`config.mk`:
```
export PLATFORM = sky130hd
export DESIGN_NAME = utf8d_queue
export DESIGN_NICKNAME = d
export VERILOG_FILES = /design/src/design/utf8_stream_decoder_core_assert.svh /design/src/design/utf8d_pkg.sv /design/src/design/utf8d_queue.sv
export SDC_FILE = /design/constraint.sdc
export NUM_CORES = 1
export LEC_CHECK = 0
export BUFFER_PORTS_ARGS = -buffer_cell sky130_fd_sc_hd__buf_2
export CAP_MARGIN = 20
export CORE_MARGIN = 1.5
export CORE_UTILIZATION = 39
export CTS_CLUSTER_SIZE = 16
export DETAILED_ROUTE_END_ITERATION = 10
export PLACE_DENSITY_LB_ADDON = 0.05
export SLEW_MARGIN = 20
export SYNTH_ARGS = -nofsm -noshare
export SYNTH_HDL_FRONTEND = slang
export SYNTH_SLANG_ARGS = --single-unit
```
`constraint.sdc`:
```
create_clock -name clk -period 2.2 [get_ports clk]
set_input_delay 0.22 -clock clk [delete_from_list [all_inputs] [get_ports clk]]
set_output_delay 0.22 -clock clk [all_outputs]
set_load 0.02 [all_outputs]
```
`src/design/utf8_stream_decoder_core_assert.svh`:
```
// assertion macros for the utf8 stream decoder rtl, used by utf8d_back
// expects clk and rst_n in the scope of each use
`ifndef UTF8_STREAM_DECODER_CORE_ASSERT_SVH
`define UTF8_STREAM_DECODER_CORE_ASSERT_SVH

// same-cycle implication
`define UTF8SDC_ASSERT_NOW(lbl, ant, cons) \
  lbl: assert property (@(posedge clk) disable iff (!rst_n) (ant) |-> (cons)) \
    else $error("utf8 decoder check failed");

// next-cycle implication
`define UTF8SDC_ASSERT_NEXT(lbl, ant, cons) \
  lbl: assert property (@(posedge clk) disable iff (!rst_n) (ant) |=> (cons)) \
    else $error("utf8 decoder check failed");

`endif

```
`src/design/utf8d_pkg.sv`:
```
// types and constants of the utf8 stream decoder
// no dependencies
`default_nettype none

package utf8d_pkg;

  localparam int CpW  = 21;
  localparam int BytW = 8;

  typedef logic [CpW-1:0]  cp_t;
  typedef logic [BytW-1:0] byte_t;

  // expected length of the open sequence
  typedef enum logic [2:0] {
    SEQ_NONE  = 3'd0,
    SEQ_TWO   = 3'd2,
    SEQ_THREE = 3'd3,
    SEQ_FOUR  = 3'd4
  } seq_len_t;

  localparam byte_t CONT_MASK  = 8'hC0;
  localparam byte_t CONT_TAG   = 8'h80;
  localparam byte_t LEAD2_MASK = 8'hE0;
  localparam byte_t LEAD2_TAG  = 8'hC0;
  localparam byte_t LEAD3_MASK = 8'hF0;
  localparam byte_t LEAD3_TAG  = 8'hE0;
  localparam byte_t LEAD4_MASK = 8'hF8;
  localparam byte_t LEAD4_TAG  = 8'hF0;

  localparam cp_t MAX_ONE   = 21'h00007F;
  localparam cp_t MAX_TWO   = 21'h0007FF;
  localparam cp_t MAX_THREE = 21'h00FFFF;

  // command for the back end: inv_cnt invalid results, then an optional tail result
  typedef struct packed {
    logic [2:0] inv_cnt;
    logic       has_tail;
    cp_t        tail_cp;
    logic       tail_inv;
    logic       tail_eos;
  } cmd_t;

endpackage

`default_nettype wire

```
`src/design/utf8d_queue.sv`:
```
// two-entry command queue between front and back end
// depends on utf8d_pkg
`default_nettype none

module utf8d_queue import utf8d_pkg::*; (
  input  logic clk,
  input  logic rst_n,
  input  logic push,
  input  cmd_t push_cmd,
  output logic full,
  output logic q_valid,
  output cmd_t q_cmd,
  input  logic pop
);

  cmd_t       mem_r [2];
  logic       wr_ptr_r;
  logic       rd_ptr_r;
  logic [1:0] cnt_r, cnt_nxt;

  assign full    = cnt_r == 2'd2;
  assign q_valid = cnt_r != 2'd0;
  assign q_cmd   = mem_r[rd_ptr_r];

  always_comb begin
    cnt_nxt = cnt_r;
    if (push && !pop) begin
      cnt_nxt = cnt_r + 2'd1;
    end else if (pop && !push) begin
      cnt_nxt = cnt_r - 2'd1;
    end
  end

  always_ff @(posedge clk) begin
    if (push) begin
      mem_r[wr_ptr_r] <= push_cmd;
    end
  end

  always_ff @(posedge clk) begin
    if (!rst_n) begin
      wr_ptr_r <= 1'b0;
      rd_ptr_r <= 1'b0;
      cnt_r    <= 2'd0;
    end else begin
      cnt_r <= cnt_nxt;
      if (push) begin
        wr_ptr_r <= !wr_ptr_r;
      end
      if (pop) begin
        rd_ptr_r <= !rd_ptr_r;
      end
    end
  end

endmodule

`default_nettype wire

```
==> metrics.txt, run 1 <==
I/O pins=60; Setup CP Type=flop to output pin; crit-path cells=buf_4 > mux2_2 > buf_2; fin. max-slew vios=0; Placed Area=2590 µm²; clock sinks=59; most common cell after layout, fill and taps aside=buf_2; Req. time, crit path=approximately 2.0 ns; outcome=finished clean; clock-pin slew of the registers on the worst-case setup and hold paths=0.06 ns; GPL Wtd Cong=0.654; maximum root-to-sink buffer count=2; sw frac=0.222; antenna violations before repair=0; Worst path top cell family by delay=buffers and inverters; PwrDens=about 910 nW/µm²; Synth area leader=edfxtp_1; Initial DRC Count=27; Pint=0.00195 W; final setup skew=0.00242 ns; endpoints failing setup=0; layout cells sized above 1=0.580; final cell count without fillers=253; H-tree levels=3; CTS Root Cell=clkbuf_8; CTS tree=yes; clock share of power=0.351; synthesized area per cell=20.5 µm²; final hold violation count=0; GRT busiest layer=met2; # rows=27; RSZ-0062 raised after global routing=no; core area=5440 µm²; Starting Density=0.400; grt total ovfl=0; Max Cap Viol=0; leakage=1.06 nW; number of buffers inserted by hold repair at cts=0; global-route wire length before repair=between 5 and 6 mm; crit path max fanout=16; NetSw=roughly 0.00056 W; Die Area=6030 µm²; die height=77.7 µm; Total GRT Usage=0.124; Slew HR=0.624; CP arrival=1.41 ns; Mapped Cells=106; dpl hpwl=2.26 mm; wirelength, routed=3.48 mm; vias per cell=4.42; Seq/Total Area, Yosys=0.792; worst-skew pair later-pin latency=0.32 ns; clock period minus worst slack=1.63 ns; CP Launch Type=flop; flops & latches, synth=59; first-pass detailed-route iteration total=3; synth warn=0; layout net count=209; TNS Setup=0 ns; CP max-delay cell=mux2_2; Synth Net Count=between 100 and 150; antenna cell count=0; vias in the first global route=1,138; detailed-route via count=1,118; Post-CTS Setup Inserts=0; slowest stage delay, CP=0.37 ns; Global Route met2 Usage=0.208; die width=77.7 µm; Seq pwr share=0.523; Residual DRC=0; CP Capture Type=output pin; Cell variety after synth=17; design area=2770 µm²; VDD IR max=0.000503 V; top cell type's share of synthesized area=0.746; PostCTS Resize Cnt=0; most frequent cells in the layout=buf_2 (59), edfxtp_1 (54), mux2_2 (27), clkbuf_8 (9), dfxtp_1 (5); power share of the combinational group=0.126; Area Overhead vs Synth=27.2%; routed wire length per instance=between 10 and 15 µm; Mapped Area=2170 µm²; M3 GR Usage=0.0494; WP buf/inv=2; ANT nets after route=0; cts bufs inserted=9; Worst Tran Pin Value=approximately 0.56 ns; IO Port Bufs=59; Synth area leaders=edfxtp_1 (75%), mux2_2 (14%), dfxtp_1 (4.6%); largest net degree at the start of global routing=20; Fmax achieved=0.613 GHz; dpl cells=about 240; worst min path class=input pin to flop; Final period util=0.742; met1 Track Usage GR=0.121
[per-stage QoR]
step	total power, W	hold slack [ns]	utilization	setup slack [ns]
6_report	0.00250	0.0850	0.508	0.568
5_1_grt	0.00261	0.0579	0.508	0.489
4_1_cts	0.00255	0.0629	0.508	0.522
3_5_place_dp	0.00165	0.411	0.476	0.796
3_3_place_gp	0.00165	0.409	0.476	0.826
2_1_floorplan	0.00154	0.319	-	0.226
[metal layers]
layer | vias to the layer above | wire, µm
li1 | 548 | -
met2 | 34 | 1860
met5 | - | 0
met1 | 530 | 1390
met3 | 6 | 165
met4 | 0 | 76
[cell usage after synthesis]
cell type   n
ha_1        1
xnor2_1     1
or2_2       1
nor2b_1     2
inv_1       1
a21boi_1    1
o21ai_0     1
buf_2       1
edfxtp_1   54
mux2_2     27
dfxtp_1     5
buf_6       2
o21a_1      1
xor2_1      2
and2b_2     1
or3_1       1
and2_1      4
[cells by family after synthesis]
group / share of synthesized area
AOI/OAI and AO/OA: 0.00921
xor gates and xnor gates: 0.0121
adders and majority gates: 0.00575
buffers and inverters: 0.0144
DFF: 0.792
muxes: 0.140
and+or+nand+nor: 0.0270
[area by class of cell]
class                           instances  area (µm²)
Sequential cell                        59        1720
Inverter                                1        3.75
Clock inverter                          3        40.0
Timing Repair Buffer                   63         350
Fill cell                             479        2670
Multi-Input combinational cell         43         424
Tap cell                               72        90.1
Clock buffer                           12         135
[sequential cells by signal, summed over array words and instances (netlist names), named ones only]
signal	count
mem_r	54
cnt_r	2
rd_ptr_r	1
wr_ptr_r	1
[final timing paths]
kind	startpoint	to	slack [ns]	cells past startpoint
worst min-delay path	push_cmd[18]	mem_r[0][18]	0.08	1
worst max-delay path	flop	q_cmd[14]	0.57	3
worst max register to register	wr_ptr_r	mem_r[0][15]	0.87	2
worst min register to register	cnt_r[1]	cnt_r[1]	0.53	2
[power groups by stage]
stage	clock network (W)	registers, W	logic, W
finish	0.000878	0.00131	0.000315
global route	0.000958	0.00132	0.000340
CTS	0.000916	0.00131	0.000322
detailed placement	0	0.00133	0.000320
global placement	0	0.00133	0.000316
floorplan	0	0.00133	0.000208
(Power assumes the default switching activity.)
==> run 2: changes to the inputs <==
- ABC_AREA: not set -> 1
- clock period: 2.2 -> 1.7 ns (I/O delays scaled with it)
==> metrics.txt, run 2 <==
outcome=finished clean (unchanged); detailed-route via count=1,193 (was 1,118); Fillers=469 (was 479); post-synthesis mux area share=0.166 (was 0.140); Adder-Cell Fraction of Synth Area=0.00549 (was 0.00575); Residual DRC=0 (unchanged); Setup CP Type=flop to output pin (unchanged); worst-skew pair later-pin latency=0.33 ns (was 0.32 ns); PostCTS Resize Cnt=0 (unchanged); largest net degree at the start of global routing=28 (was 20); crit path capture=q_cmd[14] (unchanged); CTS tree=yes (unchanged); Reg with most FFs=mem_r (unchanged); hold slack=0.0272 ns (was 0.0850 ns); Critical R2R Launch=wr_ptr_r (unchanged); vias in the first global route=1,268 (was 1,138); largest family of logic cells by synthesized area=multiplexers (unchanged); Synth area leader=edfxtp_1 (unchanged); Post-CTS Setup Inserts=0 (unchanged); top cell type's share of synthesized area=0.711 (was 0.746); PwrDens=1230 nW/µm² (was 906 nW/µm²); IO Port Bufs=59 (unchanged); RSZ-0062 raised after global routing=no (unchanged); Initial DRC Count=67 (was 27); Compound-Gate Fraction of Synth Area=0.00439 (was 0.00921); most common cell after layout, fill and taps aside=buf_2 (unchanged); biggest regs=mem_r: 54 flops, cnt_r: 2 flops (unchanged); crit path max fanout=15 (was 16); flops & latches, synth=59 (unchanged); VDD IR max=0.000563 V (was 0.000503 V); I/O pins=60 (unchanged); max FFs per register=54 (unchanged); core area=5570 µm² (was 5440 µm²); number of buffers inserted by hold repair at cts=0 (unchanged); Synth area leaders=edfxtp_1 (71%), mux2_4 (13%), dfxtp_1 (4.4%) (was edfxtp_1 (75%), mux2_2 (14%), dfxtp_1 (4.6%)); r2r setup slk=0.64 ns (was 0.87 ns); Fmax achieved=0.626 GHz; Req. time, crit path=1.53 ns (was 1.98 ns); Starting Density=0.409 (was 0.400); layout net count=223 (was 209); Crit path depth=3 (unchanged); antenna violations before repair=0 (unchanged); global-route wire length before repair=5.72 mm (was 5.20 mm); CP max-delay cell=mux2_4 (was mux2_2); async set-reset flop share out of synthesis=0 (unchanged); synthesized area per cell=19.2 µm² (was 20.5 µm²); Primary FF master, synth=edfxtp_1 (unchanged); final cell count without fillers=268 (was 253); Total GRT Usage=0.129 (was 0.124); CTS Root Cell=clkbuf_8 (unchanged); dpl hpwl=2.50 mm (was 2.26 mm); worst min path class=input pin to flop (unchanged); Die Area=6310 µm² (was 6030 µm²); slowest stage delay, CP=0.33 ns (was 0.37 ns); leakage=1.20 nW (was 1.06 nW); CP arrival=1.43 ns (was 1.41 ns); layout cells sized above 1=0.541 (was 0.580); clock sinks=59 (unchanged); Slew HR=0.809 (was 0.624); Seq/Total Area, Yosys=0.755 (was 0.792); TNS Setup=0 ns (unchanged); first-pass detailed-route iteration total=3 (unchanged); wirelength, routed=3.60 mm (was 3.48 mm); die width=79.5 µm (was 77.7 µm); top-count cell post-synth=edfxtp_1 (unchanged); Post-synth top cells=edfxtp_1 (54), mux2_4 (20), nand2_1 (9) (was edfxtp_1 (54), mux2_2 (27), dfxtp_1 (5)); Post-synth EDFFs=54 (unchanged); XOR/XNOR Fraction of Synth Area=0 (was 0.0121); utilization after layout=0.520 (was 0.508); Mapped Cells=119 (was 106); die height=79.5 µm (was 77.7 µm); antenna cell count=0 (unchanged); maximum root-to-sink buffer count=2 (unchanged); final setup skew=0.00257 ns (was 0.00242 ns); H-tree levels=3 (unchanged); clock-pin slew of the registers on the worst-case setup and hold paths=0.06 ns (about the same); vias per cell=4.45 (was 4.42); Synth Net Count=151 (was 138); endpoints failing setup=0 (unchanged); crit-path cells=buf_4 > mux2_4 > buf_2 (was buf_4 > mux2_2 > buf_2); ANT nets after route=0 (unchanged); post-synthesis simple-gate area fraction=0.0329 (was 0.0270); Final period util=0.940; final hold violation count=0 (unchanged); CP Capture Type=output pin (unchanged); Cell variety after synth=14 (was 17); Final Total Pwr=0.00355 W (was 0.00250 W); Mapped Area=2280 µm² (was 2170 µm²); fin. max-slew vios=0 (unchanged); cts bufs inserted=9 (unchanged); Area Overhead vs Synth=27.1% (was 27.2%); synth warn=0 (unchanged); Worst path top cell family by delay=buffers and inverters (unchanged); clock period minus worst slack=1.60 ns; grt total ovfl=0 (unchanged); dpl cells=252 (was 238); Worst Tran Pin Value=0.287 ns (was 0.561 ns); # rows=27 (unchanged); most frequent cells in the layout=buf_2 (59), edfxtp_1 (54), mux2_4 (20), nand2_1 (9), clkbuf_8 (9) (was buf_2 (59), edfxtp_1 (54), mux2_2 (27), clkbuf_8 (9), dfxtp_1 (5)); worst r2r path cells=3 (was 2); CP Launch Type=flop (unchanged); GPL Wtd Cong=0.633 (was 0.654); Max Cap Viol=0 (unchanged); routed wire length per instance=13.4 µm (was 13.8 µm); RR Endpoint=mem_r[1][6] (was mem_r[0][15]); WP buf/inv=2 (unchanged)
-- run 2: cell types whose count changed after synthesis, moves of 4 or more --
cell	before	now
and2_1	4	0
mux2_2	27	7
inv_1	1	8
mux2_4	0	20
nand2_1	0	9
nor2_1	0	8
-- run 2: power breakdown --
| part | leakage (nW) | internal [W] | switching [W] |
|---|---|---|---|
| clock | 0.116 | 0.000955 | 0.000506 |
| combinational | 0.536 | 0.000176 | 0.000216 |
| sequential | 0.549 | 0.00167 | 0.0000227 |
| total | 1.20 | 0.00281 | 0.000745 |
-- run 2: per-layer routing --
metal	wire, µm	global-route usage	up-vias
li1	-	-	585
met5	0	0	-
met3	260	0.0526	11
met1	1390	0.132	557
met4	64	0.0895	0
met2	1880	0.214	40
-- run 2: worst min-delay path by stage --
stage | from | to | slack [ns] | depth (start not counted)
floorplan | push_cmd[0] | mem_r[0][0] | 0.27 | 0
global placement | push_cmd[20] | mem_r[1][20] | 0.36 | 1
detailed placement | push_cmd[19] | mem_r[0][19] | 0.36 | 1
CTS | push_cmd[4] | mem_r[0][4] | 0.01 | 1
global route | push_cmd[17] | mem_r[0][17] | 0.009 | 1
finish | push_cmd[4] | mem_r[1][4] | 0.03 | 1
-- run 2: kinds of logic after synthesis --
kind of cell    after synthesis
mux                          27
flops                        59
fa+ha+maj                     1
simple gates                 19
compound gates                2
buf+inv                      11
-- run 2: stage by stage --
step                area (µm²)  setup WS [ns]
finish                    2900          0.102
global route              2900         0.0352
CTS                       2900         0.0634
detailed placement        2670          0.424
global placement          2670          0.457
floorplan                 2280          0.255
-- run 2: final cells by class --
class	count	area [µm²]	share of cell area
clock inverters	7	106	0.0367
inverters	8	30.0	0.0104
repair buffers	64	345	0.119
multi-input cells	49	479	0.165
well taps	72	90.1	0.0311
flip-flops and latches	59	1720	0.595
clock buffers	9	124	0.0427
==> run 3: changes to the inputs <==
- CORE_MARGIN: 1.5 -> 3
==> metrics.txt, run 3 (same netlist as run 2, synthesis figures left out) <==
RSZ-0062 raised after global routing=no (unchanged); Setup CP Type=flop to output pin (unchanged); CP Launch Type=flop (unchanged); Final Total Pwr=0.00355 W (about the same); Fmax achieved=0.627 GHz (was 0.626 GHz); fin. max-slew vios=0 (unchanged); Max Cap Viol=0 (unchanged); core area=5570 µm² (unchanged); crit path max fanout=20 (was 15); I/O pins=60 (unchanged); layout cells sized above 1=0.548 (was 0.541); layout net count=224 (was 223); wirelength, routed=3.60 mm (about the same); VDD IR max=0.000552 V (was 0.000563 V); Worst path top cell family by delay=flip-flops (was buffers and inverters); leakage=1.21 nW (was 1.20 nW); number of buffers inserted by hold repair at cts=0 (unchanged); most frequent cells in the layout=buf_2 (59), edfxtp_1 (54), mux2_4 (20), nand2_1 (9), clkbuf_8 (9) (unchanged); PwrDens=1220 nW/µm² (was 1230 nW/µm²); Starting Density=0.409 (unchanged); CTS tree=yes (unchanged); CP Capture Type=output pin (unchanged); worst-skew pair later-pin latency=0.32 ns (was 0.33 ns); Total GRT Usage=0.118 (was 0.129); dpl hpwl=2.59 mm (was 2.50 mm); ANT nets after route=0 (unchanged); slowest stage delay, CP=0.41 ns (was 0.33 ns); CTS Root Cell=clkbuf_8 (unchanged); WP buf/inv=2 (unchanged); vias in the first global route=1,244 (was 1,268); detailed-route via count=1,236 (was 1,193); hold slack=0.0325 ns (was 0.0272 ns); Post-CTS Setup Inserts=0 (unchanged); Area Overhead vs Synth=27.6% (was 27.1%); vias per cell=4.59 (was 4.45); cts bufs inserted=9 (unchanged); Slew HR=0.761 (was 0.809); clock sinks=59 (unchanged); grt total ovfl=0 (unchanged); die height=82.5 µm (was 79.5 µm); antenna cell count=0 (unchanged); utilization after layout=0.522 (was 0.520); # rows=27 (unchanged); Die Area=6800 µm² (was 6310 µm²); routed wire length per instance=13.4 µm (about the same); Initial DRC Count=31 (was 67); maximum root-to-sink buffer count=2 (unchanged); Reg with most FFs=mem_r (unchanged); antenna violations before repair=0 (unchanged); GPL Wtd Cong=0.629 (was 0.633); die width=82.5 µm (was 79.5 µm); endpoints failing setup=0 (unchanged); final setup skew=0.00389 ns (was 0.00257 ns); outcome=finished clean (unchanged); Final period util=0.938 (was 0.940); Residual DRC=0 (unchanged); CP arrival=1.43 ns (about the same); max FFs per register=54 (unchanged); crit-path cells=buf_12 > mux2_4 > buf_2 (was buf_4 > mux2_4 > buf_2); first-pass detailed-route iteration total=4 (was 3); final hold violation count=0 (unchanged); clock-pin slew of the registers on the worst-case setup and hold paths=0.06 ns (about the same); TNS Setup=0 ns (unchanged); Worst Tran Pin Value=0.359 ns (was 0.287 ns); PostCTS Resize Cnt=0 (unchanged); clock period minus worst slack=1.60 ns (about the same); biggest regs=mem_r: 54 flops, cnt_r: 2 flops (unchanged); CP max-delay cell=dfxtp_4 (was mux2_4); Req. time, crit path=1.53 ns (about the same); worst min path class=input pin to flop (unchanged); global-route wire length before repair=5.63 mm (was 5.72 mm); IO Port Bufs=59 (unchanged); largest net degree at the start of global routing=21 (was 28); most common cell after layout, fill and taps aside=buf_2 (unchanged); H-tree levels=3 (unchanged)
==> run 3: changes by cell type in the layout (fill, tap and decap cells not counted) <==
cell / change
clkbuf_1: +1
clkinv_1: -2
dfxtp_4: +1
dfxtp_2: -1
buf_4: +1
clkinv_2: +1
==> run 3: final cells by class <==
| type | instances | area (µm²) |
|---|---|---|
| Clock buffer | 10 | 128 |
| Timing Repair Buffer | 65 | 353 |
| Multi-Input combinational cell | 49 | 479 |
| Tap cell | 72 | 90.1 |
| Inverter | 8 | 30.0 |
| Fill cell | 486 | 2670 |
| Clock inverter | 6 | 104 |
| Sequential cell | 59 | 1730 |
==> run 3: where the power goes <==
group | total (W) | leakage (nW) | internal [W] | switching (W)
Clock | 0.00146 | 0.118 | 0.000964 | 0.000498
Combinational | 0.000391 | 0.541 | 0.000178 | 0.000214
Sequential | 0.00170 | 0.549 | 0.00167 | 0.0000266
==> run 3: path summary, 6_finish.rpt <==
check | start | to | slack, ns | depth (start not counted)
hold / removal | push_cmd[21] | mem_r[1][21] | 0.03 | 1
setup / recovery | flop | q_cmd[2] | 0.10 | 3
setup reg to reg | wr_ptr_r | mem_r[1][8] | 0.44 | 3
hold reg to reg | rd_ptr_r | rd_ptr_r | 0.50 | 2
==> run 3: stage by stage <==
stage               std cells  worst slack [ns]  area, µm²
global route              269            0.0193       2910
CTS                       269            0.0106       2910
floorplan                 119             0.255       2280
finish                    269             0.105       2910
detailed placement        253             0.374       2680
global placement          253             0.383       2680
==> run 3: per-layer routing <==
layer  GRT usage  wire [µm]  up-vias
li1            -          -      588
met2       0.194       1850       45
met3      0.0564        323       11
met1       0.119       1340      592
met4      0.0797         93        0
met5           0          0        -
